## src/rtl/dtq_pkg.sv

```systemverilog
`default_nettype none

package dtq_pkg;

  localparam int DEPTH_DEF      = 16;
  localparam int TIME_WIDTH_DEF = 32;

  localparam int OP_W    = 2;
  localparam int ID_W    = 8;
  localparam int DELAY_W = 32;
  localparam int ST_W    = 2;

  localparam logic [OP_W-1:0] OP_ENQ  = 2'd0;
  localparam logic [OP_W-1:0] OP_DEQ  = 2'd1;
  localparam logic [OP_W-1:0] OP_TICK = 2'd2;

  localparam logic [ST_W-1:0] ST_DONE = 2'd0;
  localparam logic [ST_W-1:0] ST_FULL = 2'd1;
  localparam logic [ST_W-1:0] ST_NONE = 2'd2;

  typedef enum logic [3:0] {
    S_IDLE,
    S_WALK,
    S_FIX,
    S_INS,
    S_RIPPLE,
    S_DEQ,
    S_DSHIFT,
    S_TICK,
    S_RESP
  } seq_state_t;

  typedef struct packed {
    logic            out_valid;
    logic [ID_W-1:0] out_id;
    logic [ST_W-1:0] status;
  } result_t;

  typedef struct packed {
    logic    valid;
    result_t data;
  } result_msg_t;

endpackage

`default_nettype wire

```

## src/rtl/dtq_if.sv

```systemverilog
`default_nettype none

interface dtq_req_if;
  import dtq_pkg::*;

  logic               valid;
  logic               ready;
  logic [OP_W-1:0]    opcode;
  logic [ID_W-1:0]    msg_id;
  logic [DELAY_W-1:0] delay;

  modport source (output valid, opcode, msg_id, delay, input ready);
  modport sink (input valid, opcode, msg_id, delay, output ready);
endinterface

interface dtq_rsp_if;
  import dtq_pkg::*;

  logic            valid;
  logic            ready;
  logic            out_valid;
  logic [ID_W-1:0] out_id;
  logic [ST_W-1:0] status;

  modport source (output valid, out_valid, out_id, status, input ready);
  modport sink (input valid, out_valid, out_id, status, output ready);
endinterface

`default_nettype wire

```

## src/rtl/dtq_alu.sv

```systemverilog
`default_nettype none

module dtq_alu #(
  parameter int WIDTH = dtq_pkg::TIME_WIDTH_DEF
) (
  input  logic [WIDTH-1:0] a,
  input  logic [WIDTH-1:0] b,
  output logic [WIDTH-1:0] diff,
  output logic             lt
);

  logic [WIDTH:0] wide;

  // The borrow out of the subtraction tells whether a is below b.
  assign wide = {1'b0, a} - {1'b0, b};
  assign diff = wide[WIDTH-1:0];
  assign lt   = wide[WIDTH];

endmodule

`default_nettype wire

```

## src/rtl/dtq_mem.sv

```systemverilog
`default_nettype none

module dtq_mem #(
  parameter int DEPTH = dtq_pkg::DEPTH_DEF,
  parameter int WIDTH = dtq_pkg::ID_W + dtq_pkg::TIME_WIDTH_DEF
) (
  input  logic                     clk,
  input  logic                     we,
  input  logic [$clog2(DEPTH)-1:0] waddr,
  input  logic [WIDTH-1:0]         wdata,
  input  logic [$clog2(DEPTH)-1:0] raddr,
  output logic [WIDTH-1:0]         rdata
);

  logic [WIDTH-1:0] mem [DEPTH];

  // A read at the address being written returns the old contents.
  always_ff @(posedge clk) begin
    if (we) begin
      mem[waddr] <= wdata;
    end
    rdata <= mem[raddr];
  end

endmodule

`default_nettype wire

```

## src/rtl/dtq_seq.sv

```systemverilog
`default_nettype none

module dtq_seq #(
  parameter int DEPTH      = dtq_pkg::DEPTH_DEF,
  parameter int TIME_WIDTH = dtq_pkg::TIME_WIDTH_DEF
) (
  input  logic                                   clk,
  input  logic                                   rst,
  dtq_req_if.sink                                req,
  output logic                                   mem_we,
  output logic [$clog2(DEPTH)-1:0]               mem_waddr,
  output logic [dtq_pkg::ID_W+TIME_WIDTH-1:0]    mem_wdata,
  output logic [$clog2(DEPTH)-1:0]               mem_raddr,
  input  logic [dtq_pkg::ID_W+TIME_WIDTH-1:0]    mem_rdata,
  output logic [TIME_WIDTH-1:0]                  alu_a,
  output logic [TIME_WIDTH-1:0]                  alu_b,
  input  logic [TIME_WIDTH-1:0]                  alu_diff,
  input  logic                                   alu_lt,
  output dtq_pkg::result_msg_t                   res,
  input  logic                                   res_taken
);
  import dtq_pkg::*;

  localparam int AW = $clog2(DEPTH);
  localparam int CW = $clog2(DEPTH + 1);
  localparam int EW = ID_W + TIME_WIDTH;

  seq_state_t            state, state_next;
  logic [CW-1:0]         count, count_next;
  logic [AW-1:0]         pos, pos_next;
  logic [AW-1:0]         idx, idx_next;
  logic [TIME_WIDTH-1:0] rem, rem_next;
  logic [ID_W-1:0]       new_id, new_id_next;
  logic [ID_W-1:0]       carry_id, carry_id_next;
  logic [TIME_WIDTH-1:0] carry_delta, carry_delta_next;
  logic                  first, first_next;
  result_t               result, result_next;

  logic [ID_W-1:0]       rd_id;
  logic [TIME_WIDTH-1:0] rd_delta;
  logic [TIME_WIDTH-1:0] delay_sat;

  assign rd_id    = mem_rdata[EW-1:TIME_WIDTH];
  assign rd_delta = mem_rdata[TIME_WIDTH-1:0];

  if (TIME_WIDTH >= DELAY_W) begin : g_wide
    assign delay_sat = TIME_WIDTH'(req.delay);
  end else begin : g_narrow
    assign delay_sat = (|req.delay[DELAY_W-1:TIME_WIDTH]) ? '1 : req.delay[TIME_WIDTH-1:0];
  end

  always_ff @(posedge clk) begin
    if (rst) begin
      state <= S_IDLE;
      count <= '0;
    end else begin
      state <= state_next;
      count <= count_next;
    end
  end

  always_ff @(posedge clk) begin
    pos         <= pos_next;
    idx         <= idx_next;
    rem         <= rem_next;
    new_id      <= new_id_next;
    carry_id    <= carry_id_next;
    carry_delta <= carry_delta_next;
    first       <= first_next;
    result      <= result_next;
  end

  always_comb begin
    state_next       = state;
    count_next       = count;
    pos_next         = pos;
    idx_next         = idx;
    rem_next         = rem;
    new_id_next      = new_id;
    carry_id_next    = carry_id;
    carry_delta_next = carry_delta;
    first_next       = first;
    result_next      = result;
    req.ready        = 1'b0;
    mem_we           = 1'b0;
    mem_waddr        = idx;
    mem_wdata        = mem_rdata;
    mem_raddr        = '0;
    alu_a            = rd_delta;
    alu_b            = TIME_WIDTH'(1);
    res.valid        = 1'b0;
    res.data         = result;

    unique case (state)
      S_IDLE: begin
        req.ready   = 1'b1;
        result_next = '{out_valid: 1'b0, out_id: '0, status: ST_DONE};
        if (req.valid) begin
          unique case (req.opcode)
            OP_ENQ: begin
              if (count == CW'(DEPTH)) begin
                result_next.status = ST_FULL;
                state_next         = S_RESP;
              end else begin
                rem_next    = delay_sat;
                pos_next    = '0;
                new_id_next = req.msg_id;
                state_next  = (count == '0) ? S_INS : S_WALK;
              end
            end
            OP_DEQ: begin
              if (count == '0) begin
                result_next.status = ST_NONE;
                state_next         = S_RESP;
              end else begin
                state_next = S_DEQ;
              end
            end
            OP_TICK: begin
              state_next = (count == '0) ? S_RESP : S_TICK;
            end
            default: begin
              state_next = S_RESP;
            end
          endcase
        end
      end

      S_WALK: begin
        alu_a     = rem;
        alu_b     = rd_delta;
        mem_raddr = pos + AW'(1);
        if (!alu_lt) begin
          rem_next = alu_diff;
          pos_next = pos + AW'(1);
          if (CW'(pos) + CW'(1) == count) begin
            state_next = S_INS;
          end
        end else begin
          carry_id_next    = rd_id;
          carry_delta_next = rd_delta;
          state_next       = S_FIX;
        end
      end

      S_FIX: begin
        alu_a            = carry_delta;
        alu_b            = rem;
        carry_delta_next = alu_diff;
        state_next       = S_INS;
      end

      S_INS: begin
        mem_we     = 1'b1;
        mem_waddr  = pos;
        mem_wdata  = {new_id, rem};
        idx_next   = pos + AW'(1);
        first_next = 1'b1;
        if (CW'(pos) == count) begin
          count_next = count + CW'(1);
          state_next = S_RESP;
        end else begin
          state_next = S_RIPPLE;
        end
      end

      S_RIPPLE: begin
        mem_we     = 1'b1;
        mem_waddr  = idx;
        mem_wdata  = first ? {carry_id, carry_delta} : mem_rdata;
        mem_raddr  = idx;
        first_next = 1'b0;
        idx_next   = idx + AW'(1);
        if (CW'(idx) == count) begin
          count_next = count + CW'(1);
          state_next = S_RESP;
        end
      end

      S_DEQ: begin
        mem_raddr = AW'(1);
        idx_next  = '0;
        if (!alu_lt) begin
          result_next.status = ST_NONE;
          state_next         = S_RESP;
        end else begin
          result_next.out_valid = 1'b1;
          result_next.out_id    = rd_id;
          if (count == CW'(1)) begin
            count_next = count - CW'(1);
            state_next = S_RESP;
          end else begin
            state_next = S_DSHIFT;
          end
        end
      end

      S_DSHIFT: begin
        mem_we    = 1'b1;
        mem_waddr = idx;
        mem_wdata = mem_rdata;
        mem_raddr = idx + AW'(2);
        idx_next  = idx + AW'(1);
        if (CW'(idx) + CW'(2) == count) begin
          count_next = count - CW'(1);
          state_next = S_RESP;
        end
      end

      S_TICK: begin
        if (!alu_lt) begin
          mem_we    = 1'b1;
          mem_waddr = '0;
          mem_wdata = {rd_id, alu_diff};
        end
        state_next = S_RESP;
      end

      S_RESP: begin
        res.valid = 1'b1;
        if (res_taken) begin
          state_next = S_IDLE;
        end
      end

      default: begin
        state_next = S_IDLE;
      end
    endcase
  end

endmodule

`default_nettype wire

```

## src/rtl/delta_timeout_queue_unit.sv

```systemverilog
// Channel  Role    Payload                      Transfer
// req      sink    opcode, msg_id, delay        valid & ready
// rsp      source  out_valid, out_id, status    valid & ready
//
// After a request's transfer, ready stays low until the sequencer is idle again; the
// walk and the shift of the slot memory take one entry per cycle through its single
// read and write port.
// A tick on a nonempty queue passes the tick state on its way to the response state;
// a full or empty rejection, an empty-queue tick and the unused opcode go to it directly.
// Reset clears the entry count and the sequencer; slot contents are not cleared.
// A result waits in the output register while the next request is accepted.
`default_nettype none

module delta_timeout_queue_unit #(
  parameter int DEPTH      = dtq_pkg::DEPTH_DEF,
  parameter int TIME_WIDTH = dtq_pkg::TIME_WIDTH_DEF
) (
  input  logic     clk,
  input  logic     rst,
  dtq_req_if.sink  req,
  dtq_rsp_if.source rsp
);
  import dtq_pkg::*;

  localparam int AW = $clog2(DEPTH);
  localparam int EW = ID_W + TIME_WIDTH;

  logic                  mem_we;
  logic [AW-1:0]         mem_waddr;
  logic [EW-1:0]         mem_wdata;
  logic [AW-1:0]         mem_raddr;
  logic [EW-1:0]         mem_rdata;
  logic [TIME_WIDTH-1:0] alu_a;
  logic [TIME_WIDTH-1:0] alu_b;
  logic [TIME_WIDTH-1:0] alu_diff;
  logic                  alu_lt;
  result_msg_t           res;
  logic                  res_taken;
  logic                  obuf_valid;
  result_t               obuf;

  dtq_seq #(
    .DEPTH      (DEPTH),
    .TIME_WIDTH (TIME_WIDTH)
  ) u_seq (
    .clk       (clk),
    .rst       (rst),
    .req       (req),
    .mem_we    (mem_we),
    .mem_waddr (mem_waddr),
    .mem_wdata (mem_wdata),
    .mem_raddr (mem_raddr),
    .mem_rdata (mem_rdata),
    .alu_a     (alu_a),
    .alu_b     (alu_b),
    .alu_diff  (alu_diff),
    .alu_lt    (alu_lt),
    .res       (res),
    .res_taken (res_taken)
  );

  dtq_alu #(
    .WIDTH (TIME_WIDTH)
  ) u_alu (
    .a    (alu_a),
    .b    (alu_b),
    .diff (alu_diff),
    .lt   (alu_lt)
  );

  dtq_mem #(
    .DEPTH (DEPTH),
    .WIDTH (EW)
  ) u_mem (
    .clk   (clk),
    .we    (mem_we),
    .waddr (mem_waddr),
    .wdata (mem_wdata),
    .raddr (mem_raddr),
    .rdata (mem_rdata)
  );

  assign res_taken = !obuf_valid || rsp.ready;

  always_ff @(posedge clk) begin
    if (rst) begin
      obuf_valid <= 1'b0;
    end else if (res.valid && res_taken) begin
      obuf_valid <= 1'b1;
    end else if (rsp.ready) begin
      obuf_valid <= 1'b0;
    end
  end

  always_ff @(posedge clk) begin
    if (res.valid && res_taken) begin
      obuf <= res.data;
    end
  end

  assign rsp.valid     = obuf_valid;
  assign rsp.out_valid = obuf.out_valid;
  assign rsp.out_id    = obuf.out_id;
  assign rsp.status    = obuf.status;

endmodule

`default_nettype wire

```

## src/flat_wrapper.sv

```systemverilog
// flat-port wrapper written by rule: the top's interface ports become plain ports
module delta_timeout_queue_unit_flat import dtq_pkg::*;
#(
  parameter int DEPTH      = dtq_pkg::DEPTH_DEF,
  parameter int TIME_WIDTH = dtq_pkg::TIME_WIDTH_DEF
)
  (clk, rst, req_valid, req_opcode, req_msg_id, req_delay, req_ready, rsp_valid, rsp_out_valid, rsp_out_id, rsp_status, rsp_ready);
  dtq_req_if req_i ();
  dtq_rsp_if rsp_i ();
  input  logic clk;
  input  logic rst;
  input wire logic [$bits(req_i.valid)-1:0] req_valid;
  input wire logic [$bits(req_i.opcode)-1:0] req_opcode;
  input wire logic [$bits(req_i.msg_id)-1:0] req_msg_id;
  input wire logic [$bits(req_i.delay)-1:0] req_delay;
  output wire logic [$bits(req_i.ready)-1:0] req_ready;
  output wire logic [$bits(rsp_i.valid)-1:0] rsp_valid;
  output wire logic [$bits(rsp_i.out_valid)-1:0] rsp_out_valid;
  output wire logic [$bits(rsp_i.out_id)-1:0] rsp_out_id;
  output wire logic [$bits(rsp_i.status)-1:0] rsp_status;
  input wire logic [$bits(rsp_i.ready)-1:0] rsp_ready;
  assign req_i.valid = req_valid;
  assign req_i.opcode = req_opcode;
  assign req_i.msg_id = req_msg_id;
  assign req_i.delay = req_delay;
  assign req_ready = req_i.ready;
  assign rsp_valid = rsp_i.valid;
  assign rsp_out_valid = rsp_i.out_valid;
  assign rsp_out_id = rsp_i.out_id;
  assign rsp_status = rsp_i.status;
  assign rsp_i.ready = rsp_ready;
  delta_timeout_queue_unit #(.DEPTH(DEPTH), .TIME_WIDTH(TIME_WIDTH)) u_core (.clk(clk), .rst(rst), .req(req_i), .rsp(rsp_i));
endmodule
```

## config.mk

```make
export PLATFORM = sky130hd
export DESIGN_NAME = delta_timeout_queue_unit_flat
export DESIGN_NICKNAME = d
export VERILOG_FILES = /design/src/rtl/dtq_pkg.sv /design/src/rtl/dtq_if.sv /design/src/rtl/dtq_alu.sv /design/src/rtl/dtq_mem.sv /design/src/rtl/dtq_seq.sv /design/src/rtl/delta_timeout_queue_unit.sv /design/src/flat_wrapper.sv
export SDC_FILE = /design/constraint.sdc
export NUM_CORES = 1
export LEC_CHECK = 0
export ABC_CLOCK_PERIOD_IN_PS = 16900
export BUFFER_PORTS_ARGS = -buffer_cell sky130_fd_sc_hd__buf_4
export CAP_MARGIN = 10
export CORE_ASPECT_RATIO = 0.75
export CORE_MARGIN = 2
export CORE_UTILIZATION = 35
export CTS_CLUSTER_DIAMETER = 60
export CTS_CLUSTER_SIZE = 16
export DETAILED_ROUTE_END_ITERATION = 8
export HOLD_SLACK_MARGIN = 0.06
export SKIP_CTS_REPAIR_TIMING = 1
export SLEW_MARGIN = 5
export SYNTH_ARGS = -nofsm -noshare
export SYNTH_HDL_FRONTEND = slang
export SYNTH_SLANG_ARGS = --single-unit
```

## constraint.sdc

```tcl
create_clock -name clk -period 16.9 [get_ports clk]
set_input_delay 0 -clock clk [delete_from_list [all_inputs] [get_ports clk]]
set_output_delay 0 -clock clk [all_outputs]
set_load 0.005 [all_outputs]
```

Yosys cells after proc, flatten, opt, wreduce, memory -nomap -nowiden
Memories as Yosys holds them, arrays and structs flattened. A register that Yosys moved wholly into a read port is not among the register bits.
Cells that the tools add are included.

storage, ports and cells
  output and inout bits = 13
  bits in writable memories = 640
  register bits = 121
  memories = 1
  logic and storage cells = 136
  input bits = 46

memory list
  memory            depth  width  read ports  clocked after Yosys merged registers in  wr ports  line           text
  u_core.u_mem.mem  16     40     1           1                                        1         dtq_mem.sv:15  logic [WIDTH-1:0] mem [DEPTH];

operators by class
  eq/ne operators = 29
  reductions and logical operators = 23
  add/subtract/negate cells = 8
  mux-type cells = 58
  bitwise logic cells = 1

operator list
  cell                                                              number
  32-bit one-hot mux with 2 select lines                            4
  32-bit 2-to-1 mux                                                 6
  40-bit one-hot mux with 3 select lines                            1
  4-bit 2-to-1 mux                                                  17
  40-bit 2-to-1 mux                                                 1
  4-bit one-hot mux with 9 select lines                             1
  32-bit by 32-bit subtractor with 33-bit output                    1
  5-bit 2-to-1 mux                                                  5
  4-bit one-hot mux with 3 select lines                             2
  11-bit one-hot mux with 2 select lines                            1
  2-bit != test (second input constant)                             10
  5-bit one-hot mux with 4 select lines                             1
  4-bit by 3-bit == test with 1-bit output (second input constant)  4
  4-bit one-hot mux with 2 select lines                             2
  4-bit one-hot mux with 4 select lines                             1
  4-bit by 5-bit == test with 1-bit output                          2
  5-bit == test                                                     2
  5-bit AND reduction                                               2
  2-bit nonzero test                                                5
  9-bit 2-to-1 mux                                                  1
  4-bit by 1-bit adder with 4-bit output (second input constant)    2
  4-bit by 2-bit == test with 1-bit output (second input constant)  2
  1-bit 2-to-1 mux                                                  8
  2-bit 2-to-1 mux                                                  4
  other kinds (29)                                                  34

Depth between registers and ports, before layout
Gate-level depths: netlist of the first run.

  depth in word-level cells = 7
  mapped depth = 19

Cells and area by module
A second synthesis of the first run with hierarchy kept.

unflattened totals
  cell total of the unflattened synthesis = 2022
  area total of the unflattened synthesis = 34075.2 um^2

modules (own cells, without submodules)
  module                    cells an instance  area an instance (um^2)  instances  sequential area each (um^2)
  dtq_mem                   1040               25131.6                  1          20019.2
  dtq_seq                   727                6844.1                   1          3183.1
  dtq_alu                   239                1714.1                   1          0.0
  delta_timeout_queue_unit  16                 385.4                    1          350.3

Worst setup path after synthesis of the first run
OpenSTA, ideal clock, no wires.

  path kind = reg2reg
  from = reg u_core.u_seq.state[1]
  to = reg u_core.u_seq.pos[0] (enable)
  data required time = 16.381 ns
  path slack = 9.258 ns
  setup time = 0.519 ns
  buffers on the path = 6
  arrival = 7.123 ns
  stages on the path, launching flop included = 17
  period minus slack after synthesis = 7.642 ns
  path through = dfxtp_1 -> buf_2 -> clkbuf_1 -> nand2b_1 -> nor3_1 -> clkbuf_1 -> buf_1 -> a22oi_1 -> ha_1 -> buf_2 -> nand2_1 -> or3_4 -> nor3_4 -> a21o_2 -> clkbuf_1 -> a21oi_1 -> nor4_1

between the ends
  word-level cells in the longest chain between the ends = 5
  elaborated cells between the ends (all ways) = 12
  those cells by class = add/sub (1); eq/ne (6); mux (2); reduce/logical (3)

RTL lines
  item                                                                                                  line           text
  start, declared                                                                                       dtq_seq.sv:28  seq_state_t state, state_next;
  start signal, assigned                                                                                dtq_seq.sv:57  state <= state_next;
  4-bit by 2-bit == test with 1-bit output or 4-bit by 1-bit == test with 1-bit output (tied branches)  dtq_seq.sv:94  unique case (state)
  32-bit one-hot mux with 2 select lines                                                                dtq_seq.sv:94
  32-bit by 32-bit subtractor with 33-bit output                                                        dtq_alu.sv:15  assign wide = {1'b0, a} - {1'b0, b};
  2-bit != test (no source line)                                                                        n/a
  5-bit AND reduction (no source line) *                                                                n/a
  end signal, assigned                                                                                  dtq_seq.sv:63  pos <= pos_next;
  end, declared                                                                                         dtq_seq.sv:30  logic [AW-1:0] pos, pos_next;

Mark *: on every way between the ends. The rest lies on a longest branch, timed or not.
A chain may end at the register's enable or synchronous reset.

Worst setup path in the final report of the first run
  from = reg u_core.u_seq.state[3]
  to = mem u_core.u_mem.mem[0][30] (netlist bit) (enable)

between the ends
  word-level cells in the longest chain between the ends = 7
  elaborated cells between the ends (all ways) = 16
  those cells by class = add/sub (1); eq/ne (6); mux (8); reduce/logical (1)

RTL lines
  item                                                                                                  line            text
  4-bit by 2-bit == test with 1-bit output or 4-bit by 1-bit == test with 1-bit output (tied branches)  dtq_seq.sv:94
  32-bit one-hot mux with 2 select lines                                                                dtq_seq.sv:94
  32-bit by 32-bit subtractor with 33-bit output                                                        dtq_alu.sv:15
  1-bit 2-to-1 mux                                                                                      dtq_seq.sv:211  if (!alu_lt) begin
  1-bit one-hot mux with 2 select lines                                                                 dtq_seq.sv:94
  1-bit 2-to-1 mux                                                                                      dtq_mem.sv:19   if (we) begin
  1-bit 2-to-1 mux (not written as such)                                                                dtq_mem.sv:20   mem[waddr] <= wdata;
  end, declared                                                                                         dtq_mem.sv:15

Several ways; a longest one is shown, not always the timed one.

==> results.json, run 1 <==
{
  "grt_antenna_before_repair": 1,
  "cts_tree": "done",
  "cp-start-kind": "flop",
  "final_nets": 2287,
  "viasPerCell": 5.55,
  "synth_top_cell_by_area": "edfxtp_1",
  "power_density_nw_per_um2": 149,
  "ys_warn_count": 0,
  "slew_viol_final": 0,
  "grt_pass1_wl_mm": 132,
  "die_w_um": 367,
  "die_h_um": 276,
  "ys_seq_area_frac": 0.682,
  "power_frac_seq": 0.446,
  "portBuffers": 58,
  "hold_viol": 0,
  "cts-root-buf": "clkbuf_16",
  "synth.top_cell.area_share": 0.653,
  "fin_crit_ns": 6.44,
  "fillers": 8883,
  "required_ns": 17.16,
  "die_area_um2": 101000,
  "final_common_cell": "edfxtp_1",
  "setup_viol": 0,
  "wl_per_cell_um": 25.2,
  "post-route-period-util": 0.381,
  "final_cells": 3557,
  "fmax_mhz": 155,
  "drive_gt1_frac": 0.186,
  "comb_power_share": 0.321,
  "switching_share": 0.347,
  "tns_ns": 0,
  "fp.coreArea_um2": 97500,
  "grt.total_usage": 0.173,
  "dp_hpwl_mm": 53.4,
  "antenna_left": 0,
  "finClkSkew_ns": 0.0296,
  "first_global_vias": 19230,
  "syn_nets": 2188,
  "worst_pin_slew_ns": 1.27,
  "dp_cells": 3403,
  "hp-class": "in2reg",
  "cts_max_level": 2,
  "dr.pass1.iters": 8,
  "netlist_area_um2": 34500,
  "max-cap-violations": 0,
  "cp_max_fo": 69,
  "crit_arrival_ns": 6.70,
  "cts.clk_slew.worst_paths_ns": 0.07,
  "synth_edf_count": 751,
  "area_delta_synth_final_pct": 12.7,
  "synth_flop_cell": "edfxtp_1",
  "rows": 99,
  "vias": 19740,
  "p_switching_mw": 2.01,
  "clk_path_buf_depth": 3,
  "slew_headroom": 0.153,
  "ios": 59,
  "async_flop_share": 0,
  "clk_latency_ns": 0.65,
  "cts_made_buffers": 59,
  "avgSynthCellArea_um2": 16.4,
  "grt_max_degree": 103,
  "ys_top_cells_by_area": "edfxtp_1 65%, mux4_2 10%, mux2i_1 3.9%",
  "postSynthCellCount": 2103,
  "wirelength_mm": 89.6,
  "path_class": "reg2reg",
  "cts_sinks": 801,
  "drt-initial-drc-count": 2514,
  "setup_ws_ns": 10.46,
  "pwr-share-clk": 0.234,
  "power.total_mw": 5.79,
  "place_ws_ns": 10.60,
  "worst_ir_drop_vdd_mv": 0.0881,
  "start_util": 0.354,
  "antenna_cells": 0,
  "yosysUniqueCellTypes": 84,
  "overflow": 0,
  "place_congestion": 0.904,
  "power.leakage_nw": 12.9,
  "rsz0062_at_grt": "false",
  "final_cell_mix": "751 x edfxtp_1, 190 x nand2_1, 160 x mux4_2, 134 x mux2i_1, 115 x buf_4",
  "ys_ff_latch": 801,
  "p_int_mw": 3.78,
  "status": "completed",
  "drc": 0,
  "endpoint_kind": "flop"
}
==> sequential cells by signal, summed over array words and instances (netlist names), 4 cells and up <==
register	cells
u_core.rsp.out_id	8
u_core.u_seq.idx	4
u_core.u_seq.carry_delta	32
u_core.u_seq.res	11
u_core.u_seq.rem	32
u_core.u_seq.state	4
u_core.u_seq.count	5
u_core.u_seq.carry_id	8
u_core.u_mem.mem	640
u_core.u_seq.new_id	8
u_core.u_seq.pos	4
u_core.u_mem.rdata	40
==> stage by stage <==
step,hold slack [ns],instance area (µm²),util
2_1_floorplan,0.0989,34500,-
3_3_place_gp,0.180,36700,0.376
3_5_place_dp,0.181,36700,0.376
4_1_cts,-0.513,38400,0.394
5_1_grt,0.0618,38900,0.399
6_report,0.0823,38900,0.399
==> worst paths after layout <==
kind	from	to	slack, ns	cells after the start
min reg2reg	u_core.u_seq.res[1]	u_core.rsp.status[1]	0.42	0
max	u_core.u_seq.state[3]	u_core.u_mem.mem[0][30]	10.46	17
max reg2reg	u_core.u_seq.state[3]	u_core.u_mem.mem[0][30]	10.46	17
min	req_msg_id[2]	u_core.u_seq.new_id[2]	0.08	2
==> synthesized netlist by cell type, drive strengths merged, types with 3 or more instances <==
master / instances
a211o: 4
a211oi: 5
a21o: 24
a21oi: 73
a221o: 4
a221oi: 7
a222oi: 19
a22oi: 66
a2bb2oi: 4
a311oi: 3
a31o: 3
a31oi: 8
a32oi: 4
and2: 3
and3: 15
buf: 62
clkbuf: 67
dfxtp: 50
edfxtp: 751
ha: 38
inv: 27
mux2: 13
mux2i: 134
mux4: 160
nand2: 193
nand2b: 6
nand3: 11
nand4: 13
nor2: 62
nor2b: 11
nor3: 17
nor3b: 4
nor4: 3
nor4b: 3
o211ai: 9
o21ai: 115
o21bai: 4
o221ai: 7
o22ai: 11
or2: 3
or3: 8
xnor2: 28
xor2: 23
==> layout make-up <==
type | instances | area [µm²] | area share
clock buffer | 92 | 1640 | 0.0422
sequential | 801 | 23600 | 0.605
multi-input combinational | 1146 | 10500 | 0.270
inverter | 27 | 101 | 0.00260
tap | 1313 | 1640 | 0.0422
timing repair buffer | 167 | 1390 | 0.0358
clock inverter | 11 | 103 | 0.00264
==> layer usage <==
metal,vias up,routed length (µm),global-route usage
met2,729,40300,0.263
met5,-,0,0
met1,10298,41300,0.260
met3,99,6110,0.0284
met4,0,1840,0.0356
li1,8614,-,-
==> power groups by stage <==
stage / Sequential (mW) / Clock [mW] / Combinational (mW)
detailed placement: 2.62 / 0 / 1.82
global placement: 2.62 / 0 / 1.79
finish: 2.58 / 1.35 / 1.86
CTS: 2.58 / 1.39 / 1.83
floorplan: 2.57 / 0 / 1.27
global route: 2.59 / 1.46 / 2.03
==> worst max-delay path: stages, from the launching register on <==
cell	delay [ns]
dfxtp_1	0.48
nor2_1	0.44
and3_2	0.25
buf_4	0.56
nor2_2	0.06
buf_4	0.29
nand2_1	0.12
nand2_1	0.06
ha_1	0.42
nand2_1	0.14
o21ai_0	0.54
a21oi_1	0.11
o21ai_2	0.30
a21o_2	0.42
o21ai_2	0.18
a221oi_2	0.44
nor2b_4	0.40
buf_4	0.65
==> cell families (layout without fill, tap and decap cells) <==
group                    count (synthesis)  after routing  synth area share
buffers and inverters                  156            297            0.0198
flip-flops                             801            801             0.682
XOR/XNOR                                51             51            0.0129
adder cells (fa/ha/maj)                 39             39            0.0143
AO/OA/AOI/OAI                          389            389            0.0762
AND/OR/NAND/NOR                        360            360            0.0474
multiplexers                           307            307             0.147
Note: power is estimated with default switching activity, not from simulation.
==> run 2, diff against run 1 <==
--- a/config.mk
+++ b/config.mk
@@ -5,7 +5,8 @@
 export SDC_FILE = /design/constraint.sdc
 export NUM_CORES = 1
 export LEC_CHECK = 0
-export ABC_CLOCK_PERIOD_IN_PS = 16900
+export ABC_AREA = 1
+export ABC_CLOCK_PERIOD_IN_PS = 6300
 export BUFFER_PORTS_ARGS = -buffer_cell sky130_fd_sc_hd__buf_4
 export CAP_MARGIN = 10
 export CORE_ASPECT_RATIO = 0.75
==> constraint.sdc (replaced) <==
create_clock -name clk -period 6.3 [get_ports clk]
set_input_delay 0 -clock clk [delete_from_list [all_inputs] [get_ports clk]]
set_output_delay 0 -clock clk [all_outputs]
set_load 0.005 [all_outputs]
==> run 2 against run 1 <==
Against the previous run: sequential share of layout area fell by 2.0 points; die area rose by 3.3%; largest power group is now combinational logic; hold slack improved by 0.0016 ns; critical endpoint is now u_core.u_mem.mem[10][20]; clock-buffer cell count did not move; sequential power rose to 2.9 times the previous value.
==> results.json, run 2 <==
{
  "status": "completed",
  "ys_ff_latch": 801,
  "grt_max_degree": 159,
  "overflow": 0,
  "placed_cell_area_um2": 37900,
  "die_h_um": 281,
  "yosysMostFrequentCell": "edfxtp_1",
  "clk_latency_ns": 0.67,
  "postSynthCellCount": 3277,
  "grt_pass1_wl_mm": 146,
  "final_common_cell": "edfxtp_1",
  "place_congestion": 0.946,
  "start_util": 0.353,
  "hold_end": "u_core.u_seq.new_id[3]",
  "hold_slack_ns": 0.0839,
  "synth-adder-area-share": 0.0139,
  "yosys.area_share.simple": 0.143,
  "setup_viol": 0,
  "post-route-period-util": 0.826,
  "die_area_um2": 105000,
  "fp.coreArea_um2": 101000,
  "reg2reg_to": "u_core.u_mem.mem[10][20]",
  "cp_max_fo": 29,
  "synth_flop_cell": "edfxtp_1",
  "area_delta_synth_final_pct": 12.7,
  "power_density_nw_per_um2": 513,
  "netlist_area_um2": 35700,
  "required_ns": 6.62,
  "die_w_um": 373,
  "yosysUniqueCellTypes": 47,
  "largest_register": "u_core.u_mem.mem",
  "async_flop_share": 0,
  "synth_top_cell_by_area": "edfxtp_1",
  "syn_nets": 3362,
  "min_from": "req_msg_id[3]",
  "cts.clk_slew.worst_paths_ns": 0.07,
  "hold_viol": 0,
  "synth_compound_gate_area_share": 0.130,
  "dp_hpwl_mm": 60.1,
  "reg_top3": "u_core.u_mem.mem: 640 flops, u_core.u_mem.rdata: 40 flops",
  "cts-root-buf": "clkbuf_16",
  "r2r_start": "u_core.u_seq.state[1]",
  "grt.total_usage": 0.180,
  "portBuffers": 58,
  "top_layer": "met4",
  "worst_ir_drop_vdd_mv": 0.330,
  "worst_pin_slew_ns": 1.09,
  "grt_antenna_before_repair": 0,
  "wl_met1_mm": 44.8,
  "synthMuxAreaShare": 0.000315,
  "final_nets": 3424,
  "drc": 0,
  "route.met3.wl_mm": 6.91,
  "cts_tree": "done",
  "tns_ns": 0,
  "ios": 59,
  "r2r_slack_ns": 1.10,
  "antenna_cells": 0,
  "cts_made_buffers": 61,
  "power.leakage_nw": 13.8,
  "rsz0062_at_grt": "false",
  "first_global_vias": 23455,
  "wl_per_cell_um": 20.4,
  "slew_headroom": 0.275,
  "cp-start-kind": "flop",
  "synth.top_cell.area_share": 0.631,
  "ys_warn_count": 0,
  "slew_viol_final": 0,
  "crit_arrival_ns": 5.53,
  "cts_max_level": 2,
  "synth_top_family_by_area": "simple AND/OR/NAND/NOR gates",
  "design_area_um2": 40300,
  "viasPerCell": 5.31,
  "wirelength_mm": 96.5,
  "finClkSkew_ns": 0.0308,
  "ys_top_cells_by_area": "edfxtp_1 63%, nor2_1 5.7%, nand2_1 4.9%",
  "synth_xor_area_frac": 0.00907,
  "min_delay_path_depth": 2,
  "path_class": "reg2reg",
  "cts_sinks": 801,
  "antenna_left": 0,
  "fin_crit_ns": 5.20,
  "met2_wirelength_mm": 42.9,
  "final_cell_mix": "751 x edfxtp_1, 529 x nor2_1, 461 x nand2_1, 285 x o21ai_0, 208 x o211ai_1",
  "fmax_mhz": 192,
  "avgSynthCellArea_um2": 10.9,
  "dr.pass1.iters": 6,
  "synthTopCellsByCount": "751 x edfxtp_1, 546 x nor2_1, 462 x nand2_1, 286 x o21ai_0, 208 x o211ai_1",
  "clk_path_buf_depth": 3,
  "endpoint_kind": "flop",
  "hp-class": "in2reg",
  "drt-initial-drc-count": 2713,
  "max-cap-violations": 0,
  "rows": 101,
  "drive_gt1_frac": 0.0852,
  "synth_edf_count": 751,
  "ys_seq_area_frac": 0.659,
  "vias": 25077,
  "ff2ff_path_depth": 20,
  "largest_reg_flops": 640
}
## run 2: changes by cell type after synthesis, sizes merged, moves of 37 or more
cell	previous run	this run
nor2	62	554
nand2	193	469
o21ai	115	378
o211ai	9	208
inv	27	209
mux4	160	0
mux2i	134	0
nand3	11	143
a22oi	66	0
clkbuf	67	104
## run 2: metrics by stage
stage / worst slack (ns) / power, mW / cells / util
2_1_floorplan: 1.07 / 13.6 / 3277 / -
3_5_place_dp: 1.26 / 16.8 / 4566 / 0.375
6_report: 1.10 / 20.6 / 4721 / 0.398
4_1_cts: 1.21 / 20.6 / 4672 / 0.393
5_1_grt: 0.765 / 22.0 / 4721 / 0.398
3_3_place_gp: 1.29 / 16.8 / 4566 / 0.375
## run 2: cell families after synthesis
family          Yosys count
compound gates          760
xor+xnor                 37
fa+ha+maj                39
buf+inv                 396
flops                   801
mux                       1
simple gates           1243
## run 2: final cells by class
cell class | count | area (µm²)
Fill cell | 9726 | 61000
Sequential cell | 801 | 23600
Multi-Input combinational cell | 2080 | 10700
Clock buffer | 92 | 1680
Tap cell | 1339 | 1680
Timing Repair Buffer | 183 | 1650
Inverter | 212 | 813
Clock inverter | 14 | 160
## run 2: power breakdown
group          switching (mW)  total [mW]  leakage, nW  internal (mW)
clock network            1.89        3.76        0.883           1.87
registers               0.316        7.57         7.22           7.25
logic                    6.73        9.31         5.66           2.59
total                    8.94        20.6         13.8           11.7
## run 2: worst max path at each step
stage | startpoint | end | slack (ns) | depth (start not counted)
floorplan | u_core.u_seq.state[0] | u_core.u_mem.mem[5][0] | 1.07 | 23
global placement | u_core.u_seq.state[0] | u_core.u_mem.mem[10][17] | 1.29 | 23
detailed placement | u_core.u_seq.state[1] | u_core.u_mem.mem[10][28] | 1.26 | 24
CTS | u_core.u_seq.state[1] | u_core.u_mem.mem[10][20] | 1.21 | 24
global route | u_core.u_seq.state[2] | u_core.u_mem.mem[10][20] | 0.77 | 22
finish | u_core.u_seq.state[1] | u_core.u_mem.mem[10][20] | 1.10 | 20
## run 2: metal layers
layer  vias up  GRT usage
met5         -          0
met4         0     0.0403
met3       117     0.0294
met2       915      0.279
met1     12253      0.264
li1      11792          -
## run 2: critical path, stage by stage (launching register included)
cell	delay, ns
dfxtp_1	0.41
inv_1	0.12
nor2_2	0.16
nand2_2	0.08
inv_2	0.09
nor2_1	0.08
inv_1	0.11
buf_4	0.36
o221ai_1	0.21
ha_1	0.43
nand2_1	0.16
nor2_1	0.16
nand2_1	0.09
nor3b_1	0.26
nand2_1	0.34
nand3_1	0.23
nand2_1	0.13
nand2_1	0.12
nand3_1	0.35
nor2_4	0.61
buf_12	0.30
